===== config.mk =====
export PLATFORM = sky130hd
export DESIGN_NAME = arot_angle_fold
export DESIGN_NICKNAME = d
export VERILOG_FILES = /design/src/design/arot_pkg.sv /design/src/design/arot_angle_fold.sv
export SDC_FILE = /design/constraint.sdc
export NUM_CORES = 1
export LEC_CHECK = 0
export BUFFER_PORTS_ARGS = -buffer_cell sky130_fd_sc_hd__buf_2
export CAP_MARGIN = 20
export CORE_MARGIN = 4
export CORE_UTILIZATION = 32
export CTS_CLUSTER_DIAMETER = 100
export DETAILED_ROUTE_END_ITERATION = 7
export PLACE_DENSITY = 0.61
export SYNTH_ARGS = -nofsm -noshare
export SYNTH_HDL_FRONTEND = slang
export SYNTH_SLANG_ARGS = --single-unit

===== constraint.sdc =====
create_clock -name clk -period 11.75 [get_ports clk]
set_clock_uncertainty 0.15 [all_clocks]
set_input_delay 2.35 -clock clk [delete_from_list [all_inputs] [get_ports clk]]
set_output_delay 2.35 -clock clk [all_outputs]
set_load 0.005 [all_outputs]

===== src/design/arot_pkg.sv =====
// shared types, constants and the cordic arctangent table for the axis rotation block
`timescale 1ns / 1ps

package arot_pkg;

  // default sizes, handed down from the top level parameters
  localparam int COORD_WIDTH_DEF = 32;
  localparam int TRIG_STAGES_DEF = 16;

  // fixed field widths
  localparam int CMD_W     = 2;
  localparam int ANGLE_W   = 16;
  localparam int ANG_EXT_W = ANGLE_W + 1;
  localparam int TRIG_W    = 32;

  // number of arctangent entries available to the stages
  localparam int ATAN_ENTRIES = 24;

  // start vector length, 0.60725293500888 in q2.30
  localparam logic signed [TRIG_W-1:0] CORDIC_GAIN = 32'sd652032874;

  // angle limits in 1/128 degree
  localparam logic signed [ANG_EXT_W-1:0] HALF_TURN    = 17'sd23040;
  localparam logic signed [ANG_EXT_W-1:0] QUARTER_TURN = 17'sd11520;
  localparam logic signed [ANG_EXT_W-1:0] FULL_TURN    = 17'sd46080;

  // rotation axis selector
  typedef enum logic [CMD_W-1:0] {
    CMD_ROT_X = 2'd0,
    CMD_ROT_Y = 2'd1,
    CMD_ROT_Z = 2'd2,
    CMD_PASS  = 2'd3
  } cmd_t;

  // cordic vector and residual angle (degrees * 2^23)
  typedef struct packed {
    logic signed [TRIG_W-1:0] x;
    logic signed [TRIG_W-1:0] y;
    logic signed [TRIG_W-1:0] z;
  } cordic_t;

  // atan(2^-i) in degrees * 2^23, rounded
  function automatic logic signed [TRIG_W-1:0] atan_deg23(input int idx);
    logic signed [TRIG_W-1:0] v;
    case (idx)
      0:       v = 32'sd377487360;
      1:       v = 32'sd222843801;
      2:       v = 32'sd117744544;
      3:       v = 32'sd59768969;
      4:       v = 32'sd30000467;
      5:       v = 32'sd15014858;
      6:       v = 32'sd7509261;
      7:       v = 32'sd3754860;
      8:       v = 32'sd1877459;
      9:       v = 32'sd938733;
      10:      v = 32'sd469367;
      11:      v = 32'sd234683;
      12:      v = 32'sd117342;
      13:      v = 32'sd58671;
      14:      v = 32'sd29335;
      15:      v = 32'sd14668;
      16:      v = 32'sd7334;
      17:      v = 32'sd3667;
      18:      v = 32'sd1833;
      19:      v = 32'sd917;
      20:      v = 32'sd458;
      21:      v = 32'sd229;
      22:      v = 32'sd115;
      23:      v = 32'sd57;
      default: v = '0;
    endcase
    return v;
  endfunction

endpackage


===== src/design/arot_angle_fold.sv =====
// angle wrap and fold to +-90 degrees, loads the cordic start vector
`timescale 1ns / 1ps

module arot_angle_fold #(
  parameter int PAY_W = 98
) (
  input  logic                                      clk,
  input  logic                                      rst_n,
  input  logic                                      in_valid,
  output logic                                      in_ready,
  input  logic signed [arot_pkg::ANGLE_W-1:0]       in_angle,
  input  logic [PAY_W-1:0]                          in_pay,
  output logic                                      out_valid,
  input  logic                                      out_ready,
  output arot_pkg::cordic_t                         out_trig,
  output logic [PAY_W:0]                            out_side
);
  import arot_pkg::*;

  // largest residual angle after the fold, degrees * 2^23
  localparam logic signed [TRIG_W-1:0] Z_LIMIT = 32'sd754974720;

  logic signed [ANG_EXT_W-1:0] ext_a;
  logic signed [ANG_EXT_W-1:0] wrap_a;
  logic signed [ANG_EXT_W-1:0] fold_a;
  logic                        flip_nxt;
  cordic_t                     trig_nxt;

  logic                        valid_r;
  cordic_t                     trig_r;
  logic [PAY_W:0]              side_r;

  // wrap modulo a full turn, then fold into the right half plane
  always_comb begin
    ext_a  = {in_angle[ANGLE_W-1], in_angle};
    wrap_a = ext_a;
    if (ext_a >= HALF_TURN) begin
      wrap_a = ext_a - FULL_TURN;
    end else if (ext_a < -HALF_TURN) begin
      wrap_a = ext_a + FULL_TURN;
    end
    fold_a   = wrap_a;
    flip_nxt = 1'b0;
    if (wrap_a > QUARTER_TURN) begin
      fold_a   = wrap_a - HALF_TURN;
      flip_nxt = 1'b1;
    end else if (wrap_a < -QUARTER_TURN) begin
      fold_a   = wrap_a + HALF_TURN;
      flip_nxt = 1'b1;
    end
    trig_nxt.x = CORDIC_GAIN;
    trig_nxt.y = '0;
    trig_nxt.z = TRIG_W'(fold_a) <<< 16;
  end

  assign in_ready = !valid_r || out_ready;

  // stage register
  always_ff @(posedge clk) begin
    if (!rst_n) begin
      valid_r <= 1'b0;
    end else if (in_ready) begin
      valid_r <= in_valid;
    end
    if (in_ready && in_valid) begin
      trig_r <= trig_nxt;
      side_r <= {flip_nxt, in_pay};
    end
  end

  assign out_valid = valid_r;
  assign out_trig  = trig_r;
  assign out_side  = side_r;

  a_fold_range: assert property (@(posedge clk) disable iff (!rst_n)
    valid_r |-> (signed'(trig_r.z) <= Z_LIMIT && signed'(trig_r.z) >= -Z_LIMIT))
    else $error("folded angle outside +-90 degrees");

  a_start_vector: assert property (@(posedge clk) disable iff (!rst_n)
    valid_r |-> (trig_r.x == CORDIC_GAIN && trig_r.y == '0))
    else $error("cordic start vector corrupted");

endmodule


Yosys cells after proc, flatten, opt, wreduce, memory -nomap -nowiden --
Cells that the tools add are included.
Storage, ports and cells: logic and storage cells 20, bits in registers 116, output and inout port bits 197, input port bits 118
Cells by class: mux-type cells 5, add/sub/neg operators 4, reduce and logical (&&, ||, !) cells 3, $lt $le $gt $ge 4
Operators with widths (number):
- 2-to-1 mux 17 bit | 2
- 2-to-1 mux 16 bit | 2
- adder 16 x 17 -> 17 bit, second input constant | 1
- greater-than comparator 17 x 15 -> 1 bit, second input constant | 1
- < comparator 17 x 15 -> 1 bit, second input constant | 1
- subtractor 16 x 17 -> 17 bit, second input constant | 1
- adder 16 bit, second input constant | 1
- greater-or-equal comparator 16 bit, second input constant | 1
- < comparator 16 bit, second input constant | 1
- subtractor 16 bit, second input constant | 1
- logical AND 1 bit | 1
- logical NOT 1 bit | 1
- logical OR 1 bit | 1
- 2-to-1 mux 1 bit | 1

Logic depth before layout (Yosys ltp) --
Gate-level depths: netlist of the first run.
depth in word-level cells 6, depth in mapped cells 14, gate-level depth less buffers 13

Least setup slack after synthesis of the first run --
No wires, ideal clock.
path type input to register, from input port out_ready, to register side_r[0], in the netlist out_side[0], enable pin, stages on the path 2, setup slack 5.953 ns, required time 11.112 ns, path buffers 0, arrival time 5.159 ns, library setup time 0.488 ns, path through nand2b_1 > and2_1
On the way: longest elaborated chain between the ends 2
RTL lines:
- start, declared | RTL line arot_angle_fold.sv:14 | input logic out_ready,
- logical OR 1 bit | RTL line arot_angle_fold.sv:56 | assign in_ready = !valid_r || out_ready;
- logical AND 1 bit | RTL line arot_angle_fold.sv:65 | if (in_ready && in_valid) begin
- end signal, assigned | RTL line arot_angle_fold.sv:67 | side_r <= {flip_nxt, in_pay};
- end, declared | RTL line arot_angle_fold.sv:31 | logic [PAY_W:0] side_r;
No other way between the ends. A chain may end at the register's enable or synchronous reset.

Final worst setup path of the first run --
from input port out_ready, to output port in_ready
On the way: longest elaborated chain between the ends 1
RTL lines:
- logical OR 1 bit | RTL line arot_angle_fold.sv:56
- end, declared | RTL line arot_angle_fold.sv:10 | output logic in_ready,
No other way between the ends.

==> results.md, run 1 <==
* IO Count at around 320
* Core outline area at 14600 µm²
* P per Cell Area at 176 nW/µm²
* Fin crit period at 5.23 ns
* Seq pwr share at 43.4%
* Final Hold Fails at 0
* Synthesized area at 4780 µm²
* Top cell by count, worst path: buf_2
* Final ANT Viol Nets at 0
* Synth top area share at 72.2%
* Vias in the first global route at 2940
* Post-place setup slack at 6.19 ns
* Clk_lat worst skew at 0.40 ns
* Total CTS buffers at 17
* DIE AREA at around 17000 µm²
* DR vias/cell at 4.18
* Switching part of the total at between 20% and 30%
* Clk slew on worst S/H paths at 0.05 ns
* Crit-path cells: buf_2, nand2b_1, buf_2
* EDFF count, synth at 115
* Routability Congestion at 0.822
* Max-cap violation count at 0
* Setup TNS at 0 ns
* Share of cells above drive strength 1 at between 40% and 50%
* Gate power share at 9.3%
* Global-route wire length before repair at 16100 µm
* Top cells by area, synth: edfxtp_1 72%, buf_4 13%, ha_1 1.6%
* DRC errors left at 0
* Int Power at 0.892 mW
* GRT overflow at 0
* Critical Path RT at 9.25 ns
* Initial antenna violation count at 0
* Pre-antenna DRT Iters at 4
* Fmax achieved at 191 MHz
* Pleak at between 2 and 3 nW
* Final core area utilization at 44.4%
* Sw Pwr at 0.250 mW
* Clock tree from TritonCTS: yes
* Crit path kind: in -> out
* Post-synthesis async set-or-reset flop share at 0%
* # setup viols final at 0
* H-Tree Depth at 4
* Max-slew violations at 0
* Largest net degree at the start of global routing at 85
* Clock sink count at between 100 and 150
* Final period util at between 40 and 50%
* Delay-heaviest family, CP: buffers and inverters
* Yosys warns at 0
* Register area share after synthesis at approximately 73%
* WL per Instance at 16.1 µm
* 1st-iter DRT viols at 140
* Crit. End Element: output pin
* Hold-fix buffers, CTS at 0
* DIE WIDTH at roughly 130 µm
* Starting Density at between 30% and 40%
* Gr usage total at between 10% and 20%
* Avg Inst Size Synth at 16.3 µm²
* Via count at 3084
* Row count at 44
* Gate Count Post-Synth at 294
* Final net count at 664
* Clock share of power at between 40% and 50%
* CP max FO at 3
* Ant. Diodes at 0
* Area grow syn2layout at 35.5%
* Crit path launch type: primary input
* Largest area contributor in the netlist: edfxtp_1
* Setup Fix Bufs, Post-CTS at 0
* Maximum root-to-sink buffer count at 2
* Worst vdd ir at 0.0000823 V
* Final Total Pwr at 1.14 mW
* Detailed Route WL at 11900 µm
* Number of gates resized after cts at 0
* Die Y at 130 µm
* Post-synthesis register bit count at ~120
* Min-delay worst type: reg -> reg
* I/O Buffers at 234
* HPWL after detailed placement at roughly 9500 µm
* Synth cell types at 47
* Unrepaired setup endpoints after global routing: no
* Setup ws final at 6.52 ns
* Slew HR at between 30% and 40%
* Worst Tran Pin Value at 1.02 ns
* CTS root buf: clkbuf_16
* CP peak stage delay at 0.15 ns
* CP Buf/Inv Count at 2
* Worst EP arrival at between 2 and 3 ns
* Slowest cell on crit path: nand2b_1
* Status: finished, final reports clean
* Top_reg_cell synth: edfxtp_1
-- flip-flops by register name, summed over array words and instances (netlist names) --
| name | cells |
|---|---|
| out_side | 99 |
| out_valid | 1 |
| out_trig | 16 |
-- cell usage in the layout, fill, tap and decap left out, types with 3 or more instances in the layout --
master	instances
clkinv_4	3
bufinv_16	4
inv_1	6
o22ai_1	5
nand2_1	3
xor2_1	3
buf_2	234
o21ai_0	4
conb_1	80
inv_6	4
nor4_1	3
edfxtp_1	115
nor3_1	4
nor2_1	8
ha_1	6
xnor2_1	4
clkbuf_16	17
o21ai_1	3
-- cells in the mapped netlist (3+ instances only) --
master / instances
buf_2: 3
o21ai_1: 3
edfxtp_1: 115
nor2_1: 8
ha_1: 6
and2_1: 3
inv_1: 6
xor2_1: 3
o22ai_1: 5
nor4_1: 3
nand2_1: 3
buf_4: 81
o21ai_0: 4
xnor2_1: 4
nor3_1: 4
-- tightest hold or removal path: stages (launching register included) --
cell	delay, ns
dfxtp_1	0.31
nand2b_1	0.09
a21boi_0	0.09
-- cells by family (layout without fill, tap and decap cells) --
| family | after synthesis | after routing | share of synthesized area, % |
|---|---|---|---|
| AO/OA/AOI/OAI | 38 | 38 | 6.36 |
| XOR/XNOR | 8 | 8 | 1.62 |
| adder cells (fa/ha/maj) | 6 | 6 | 1.57 |
| buffers and inverters | 92 | 273 | 13.8 |
| flip-flops | 116 | 116 | 72.6 |
| multiplexers | 2 | 2 | 0.419 |
| other | 2 | 80 | 0.157 |
| AND/OR/NAND/NOR | 30 | 30 | 3.43 |
-- layout make-up --
| type | count | area [µm²] |
|---|---|---|
| multi-input combinational | 164 | 943 |
| clock buffer | 18 | 429 |
| timing repair buffer | 235 | 1180 |
| inverter | 6 | 22.5 |
| tap | 184 | 230 |
| sequential | 116 | 3470 |
| clock inverter | 14 | 201 |
| fill | 1311 | 8110 |
-- power groups by stage --
stage                     Clock [mW]  Combinational (mW)  Sequential [mW]
after CTS                      0.553               0.108            0.496
after global routing           0.570               0.118            0.497
after global placement             0               0.105            0.503
after floorplan                    0              0.0638            0.510
final                          0.540               0.107            0.495
after detailed placement           0               0.107            0.504
-- metrics by stage --
| stage | hold slack, ns | area (µm²) | cells |
|---|---|---|---|
| 2_1_floorplan | 0.387 | 5070 | 372 |
| 3_3_place_gp | 0.358 | 5850 | 705 |
| 3_5_place_dp | 0.379 | 5850 | 705 |
| 4_1_cts | 0.389 | 6480 | 737 |
| 5_1_grt | 0.432 | 6480 | 737 |
| 6_report | 0.396 | 6480 | 737 |
-- final timing paths --
kind,startpoint,end,slack (ns),cells after the start
worst min register to register,out_valid$_SDFFE_PN0N_,out_valid$_SDFFE_PN0N_,0.40,2
worst max register to register,out_valid$_SDFFE_PN0N_,out_side[71]$_DFFE_PP_,9.48,3
worst min-delay path,out_valid$_SDFFE_PN0N_,out_valid$_SDFFE_PN0N_,0.40,2
worst max-delay path,out_ready,in_ready,6.52,3
-- layer usage --
| metal | GRT usage, % | share of wire [%] | up-vias |
|---|---|---|---|
| met5 | 0 | 0 | - |
| met4 | 6.23 | 1.3 | 0 |
| met3 | 4.34 | 12 | 14 |
| met2 | 24.6 | 55 | 193 |
| met1 | 12.5 | 32 | 1442 |
| li1 | - | - | 1435 |
No activity file was read; power rests on OpenSTA's default activity.
==> run 2, diff against run 1 <==
==> constraint.sdc (replaced) <==
create_clock -name clk -period 5.4 [get_ports clk]
set_clock_uncertainty 0.15 [all_clocks]
set_input_delay 1.08 -clock clk [delete_from_list [all_inputs] [get_ports clk]]
set_output_delay 1.08 -clock clk [all_outputs]
set_load 0.005 [all_outputs]
==> results.md, run 2 (same netlist as run 1, synthesis figures left out) <==
* DIE AREA at 17000 µm²
* Unrepaired setup endpoints after global routing: no
* Most frequent cells in the layout: 234 x buf_2, 115 x edfxtp_1, 80 x conb_1
* Ant. Diodes at 0
* Commonest non-fill, non-tap cell in the layout: buf_2
* Vias in the first global route at 2877
* Clock sink count at 116
* Slew HR at ~60%
* Slowest cell on crit path: a211oi_2
* Internal reg-to-reg setup slack at approximately 3.6 ns
* CP Buf/Inv Count at 2
* Core outline area at 14600 µm²
* Number of gates resized after cts at 0
* Row count at 44
* Delay-heaviest family, CP: compound AO/OA/AOI/OAI gates
* Final Hold Fails at 0
* Critical Path RT at 5.39 ns
* Pleak at 2.90 nW
* Fill count at 1317
* Total CTS buffers at 17
* Max-cap violation count at 0
* Final ANT Viol Nets at 0
* Crit. End Element: register
* Final period util at approximately 73%
* Max FFs per register at 99
* DIE WIDTH at 130 µm
* Status: finished, final reports clean
* CP max FO at 10
* Crit path kind: in -> reg
* P per Cell Area at between 300 and 400 nW/µm²
* Max-slew violations at 0
* DR vias/cell at approximately 4.2
* DRC errors left at 0
* HPWL after detailed placement at 9450 µm
* CP Depth at 14
* I/O Buffers at around 230
* Crit-path cells: buf_2, inv_1, ha_1, a211oi_2, nor3_1, or3_1, and2_1, ha_1, a21o_1, nand2_1, a211oi_2, o21ai_1, o22ai_1, xor2_1
* Worst R2R End: out_side[71]$_DFFE_PP_
* Crit path launch type: primary input
* Clk_lat worst skew at 0.40 ns
* IO Count at 315
* Pre-antenna DRT Iters at 4
* Hold Slack at 0.387 ns
* Worst reg2reg path depth at 3
* Setup TNS at 0 ns
* Worst Tran Pin Value at 0.582 ns
* Final net count at 665
* Hold_sp: out_valid$_SDFFE_PN0N_
* # setup viols final at 0
* Worst vdd ir at 0.000180 V
* Initial antenna violation count at 1
* CP peak stage delay at 0.42 ns
* Gr usage total at 12.8%
* GRT overflow at 0
* Area grow syn2layout at 36.0%
* 1st-iter DRT viols at 213
* CTS root buf: clkbuf_16
* Hold path depth at 2
* Clk slew on worst S/H paths at roughly 0.050 ns
* H-Tree Depth at 4
* R2r startpoint: out_valid$_SDFFE_PN0N_
* Detailed Route WL at 11900 µm
* WL per Instance at approximately 16 µm
* Fin crit period at 3.92 ns
* Fmax achieved at 255 MHz
* Hold-fix buffers, CTS at 0
* Min-delay worst type: reg -> reg
* Starting Density at 32.8%
* Setup Fix Bufs, Post-CTS at 0
* Global-route wire length before repair at about 16000 µm
* Worst EP arrival at 3.91 ns
* End of the worst hold path: out_valid$_SDFFE_PN0N_
* Via count at around 3100
* Maximum root-to-sink buffer count at 2
* Share of cells above drive strength 1 at between 40% and 50%
* Die Y at about 130 µm
* Routability Congestion at around 0.84
* Clock tree from TritonCTS: yes
* Largest net degree at the start of global routing at 85
[run 2: cell count changes in the layout (fill, tap and decap cells not counted), sizes merged]
cell / delta
buf: +1
clkinv: +2
clkinvlp: -2
[run 2: through the flow]
| step | power, mW | worst slack [ns] | cell area (µm²) | std cells | util [%] |
|---|---|---|---|---|---|
| after global placement | 1.32 | 1.19 | 5850 | 705 | 40.1 |
| final | 2.48 | 1.48 | 6500 | 738 | 44.6 |
| after floorplan | 1.25 | 0.873 | 5070 | 372 | - |
| after CTS | 2.51 | 1.49 | 6480 | 737 | 44.4 |
| after global routing | 2.58 | 1.15 | 6500 | 738 | 44.6 |
| after detailed placement | 1.33 | 1.09 | 5850 | 705 | 40.1 |
[run 2: worst max path at each step]
| stage | from | endpoint |
|---|---|---|
| 2_1_floorplan | out_ready | out_side[0]$_DFFE_PP_ |
| 3_3_place_gp | in_angle[10] | out_trig[27]$_DFFE_PP_ |
| 3_5_place_dp | in_angle[10] | out_trig[27]$_DFFE_PP_ |
| 4_1_cts | in_angle[10] | out_trig[27]$_DFFE_PP_ |
| 5_1_grt | in_angle[10] | out_trig[27]$_DFFE_PP_ |
| 6_report | in_angle[10] | out_trig[27]$_DFFE_PP_ |
[run 2: worst register-to-register path: cells and delay by family (launching register included)]
kind / cells / cell delay, ns
buf+inv: 1 / 0.47
flops: 1 / 0.30
simple gates: 2 / 0.52
[run 2: power by group]
group | switching (mW) | internal [mW]
Sequential | 0.0124 | 1.06
Clock | 0.393 | 0.778
Combinational | 0.133 | 0.101
Total | 0.539 | 1.94
[run 2: routing by layer]
| layer | share of wire, % | GRT usage [%] | up-vias |
|---|---|---|---|
| met2 | 55 | 23.7 | 209 |
| li1 | - | - | 1435 |
| met3 | 13 | 4.46 | 13 |
| met5 | 0.11 | 0 | - |
| met1 | 31 | 13.0 | 1444 |
| met4 | 1.2 | 5.13 | 2 |
[run 2: area by class of cell]
class                   instances  area (µm²)  share of cell area [%]
flip-flops and latches        116        3470                    53.4
well taps                     184         230                    3.54
multi-input cells             164         943                    14.5
repair buffers                236        1210                    18.5
inverters                       6        22.5                   0.346
clock inverters                14         200                    3.08
clock buffers                  18         429                    6.60
==> run 3, diff against run 2 <==
--- a/config.mk
+++ b/config.mk
@@ -11,7 +11,7 @@
 export CORE_UTILIZATION = 32
 export CTS_CLUSTER_DIAMETER = 100
 export DETAILED_ROUTE_END_ITERATION = 7
-export PLACE_DENSITY = 0.61
+export PLACE_DENSITY = 0.63
 export SYNTH_ARGS = -nofsm -noshare
 export SYNTH_HDL_FRONTEND = slang
 export SYNTH_SLANG_ARGS = --single-unit
==> constraint.sdc (replaced) <==
create_clock -name clk -period 3.3 [get_ports clk]
set_clock_uncertainty 0.15 [all_clocks]
set_input_delay 0.66 -clock clk [delete_from_list [all_inputs] [get_ports clk]]
set_output_delay 0.66 -clock clk [all_outputs]
set_load 0.005 [all_outputs]
==> results.md, run 3 (same netlist as run 1, synthesis figures left out) <==
* Worst reg2reg path depth at 3
* Die Y at 130 µm
* Max FFs per register at between 90 and 100
* Worst vdd ir at 0.000294 V
* Ant. Diodes at 0
* Switching part of the total at 21.9%
* Setup ws final at 0.252 ns
* Hold_sp: in_pay[21]
* CP peak stage delay at around 0.3 ns
* Fin crit period at 3.05 ns
* Top cell by count, worst path: ha_1
* Crit-path cells: buf_2, inv_1, ha_1, a211o_1, a211oi_1, or3_1, and2_1, ha_1, a21o_1, nand2_1, a211oi_2, nor2_1, mux2i_1, o221ai_1
* P per Cell Area at 615 nW/µm²
* Worst Tran Pin Value at 0.517 ns
* Most frequent cells in the layout: 234 x buf_2, 115 x edfxtp_1, 80 x conb_1
* R2r startpoint: out_valid$_SDFFE_PN0N_
* GRT overflow at 0
* Final period util at 92.4%
* CP Buf/Inv Count at 2
* Clk_lat worst skew at about 0.40 ns
* Fmax achieved at 328 MHz
* Via count at 3156
* Vias in the first global route at 3013
* Post-place setup slack at -0.180 ns
* Routability Congestion at 0.819
* DIE WIDTH at about 130 µm
* 1st-iter DRT viols at 142
* Initial antenna violation count at 0
* Seq pwr share at 43.1%
* Detailed Route WL at 12000 µm
* Row count at 44
* Slowest cell on crit path: a211o_1
* Hold Slack at approximately 0.28 ns
* IO Count at about 320
* Clk slew on worst S/H paths at ~0.060 ns
* Crit. End Element: register
* Maximum root-to-sink buffer count at 2
* Commonest non-fill, non-tap cell in the layout: buf_2
* Critical path origin: in_angle[11]
* Crit path kind: in -> reg
* CTS root buf: clkbuf_16
* WL per Instance at 15.9 µm
* # setup viols final at 0
* I/O Buffers at 234
* DRC errors left at 0
* Hold-fix buffers, CTS at 0
* H-Tree Depth at 4
* Number of gates resized after cts at 0
* Int Power at 3.19 mW
* Global-route wire length before repair at 16200 µm
* Worst EP arrival at 3.01 ns
* Slew HR at 65.5%
* Setup TNS at 0 ns
* Core outline area at between 10000 and 15000 µm²
* CP max FO at 4
* Starting Density at 32.8%
* Final Hold Fails at 0
* Status: finished, final reports clean
* Critical Path RT at 3.27 ns
* Clock share of power at 46.9%
* CP Depth at 14
* Setup Fix Bufs, Post-CTS at 0
* Gate power share at 10.0%
* Post-Layout Inst Area at 6650 µm²
* Clock sink count at ~120
* Post-DP Area at 6020 µm²
* Delay-heaviest family, CP: compound AO/OA/AOI/OAI gates
* Sw Pwr at ~0.9 mW
* Crit path launch type: primary input
* Unrepaired setup endpoints after global routing: no
* Hold path depth at 1
* Final ANT Viol Nets at 0
* Largest net degree at the start of global routing at 51
* HPWL after detailed placement at 9650 µm
* Final core area utilization at 45.6%
* Min-delay worst type: in -> reg
* Area grow syn2layout at 39.1%
* Max-slew violations at 0
* Max-cap violation count at 0
* Clock tree from TritonCTS: yes
* Pre-antenna DRT Iters at 4
* Final net count at slightly below 700
* Share of cells above drive strength 1 at 51.3%
* Total CTS buffers at 17
* DIE AREA at between 15000 and 20000 µm²
* DR vias/cell at between 4 and 5
* Gr usage total at between 10% and 20%
* Pleak at 2.97 nW
## run 3: cell count changes in the layout (fill, tap and decap cells not counted), sizes merged
| cell | previous run | this run |
|---|---|---|
| clkbuf | 18 | 17 |
| buf | 236 | 255 |
| clkinvlp | 0 | 4 |
| clkinv | 6 | 4 |
| inv | 10 | 9 |
## run 3: worst paths after layout
check	slack [ns]	endpoint
setup / recovery	0.25	out_trig[26]$_DFFE_PP_
hold reg to reg	0.39	out_valid$_SDFFE_PN0N_
hold / removal	0.28	out_side[21]$_DFFE_PP_
setup reg to reg	1.43	out_side[14]$_DFFE_PP_
## run 3: stage by stage
step / power, mW / std cells
after floorplan: 2.04 / 372
final: 4.09 / 757
after detailed placement: 2.21 / 725
after CTS: 4.14 / 757
after global placement: 2.19 / 725
after global routing: 4.24 / 757
## run 3: metal layers
| metal | share of wire [%] | global-route usage (%) | vias up |
|---|---|---|---|
| met5 | 0 | 0 | - |
| met4 | 1.3 | 4.46 | 0 |
| met3 | 13 | 4.58 | 9 |
| met2 | 54 | 24.5 | 196 |
| met1 | 32 | 12.7 | 1488 |
| li1 | - | - | 1463 |
## run 3: power groups by stage
stage / registers [mW] / logic, mW / clock network, mW
global placement: 1.79 / 0.404 / 0
global route: 1.77 / 0.456 / 2.02
CTS: 1.76 / 0.417 / 1.96
finish: 1.76 / 0.410 / 1.92
detailed placement: 1.79 / 0.415 / 0
floorplan: 1.81 / 0.231 / 0
## run 3: final cells by class
class                      count  area (µm²)
clock buffer                  17         425
clock inverter                15         203
fill                        1311        7940
inverter                       6        22.5
multi-input combinational    164         955
sequential                   116        3470
tap                          184         230
timing repair buffer         255        1340
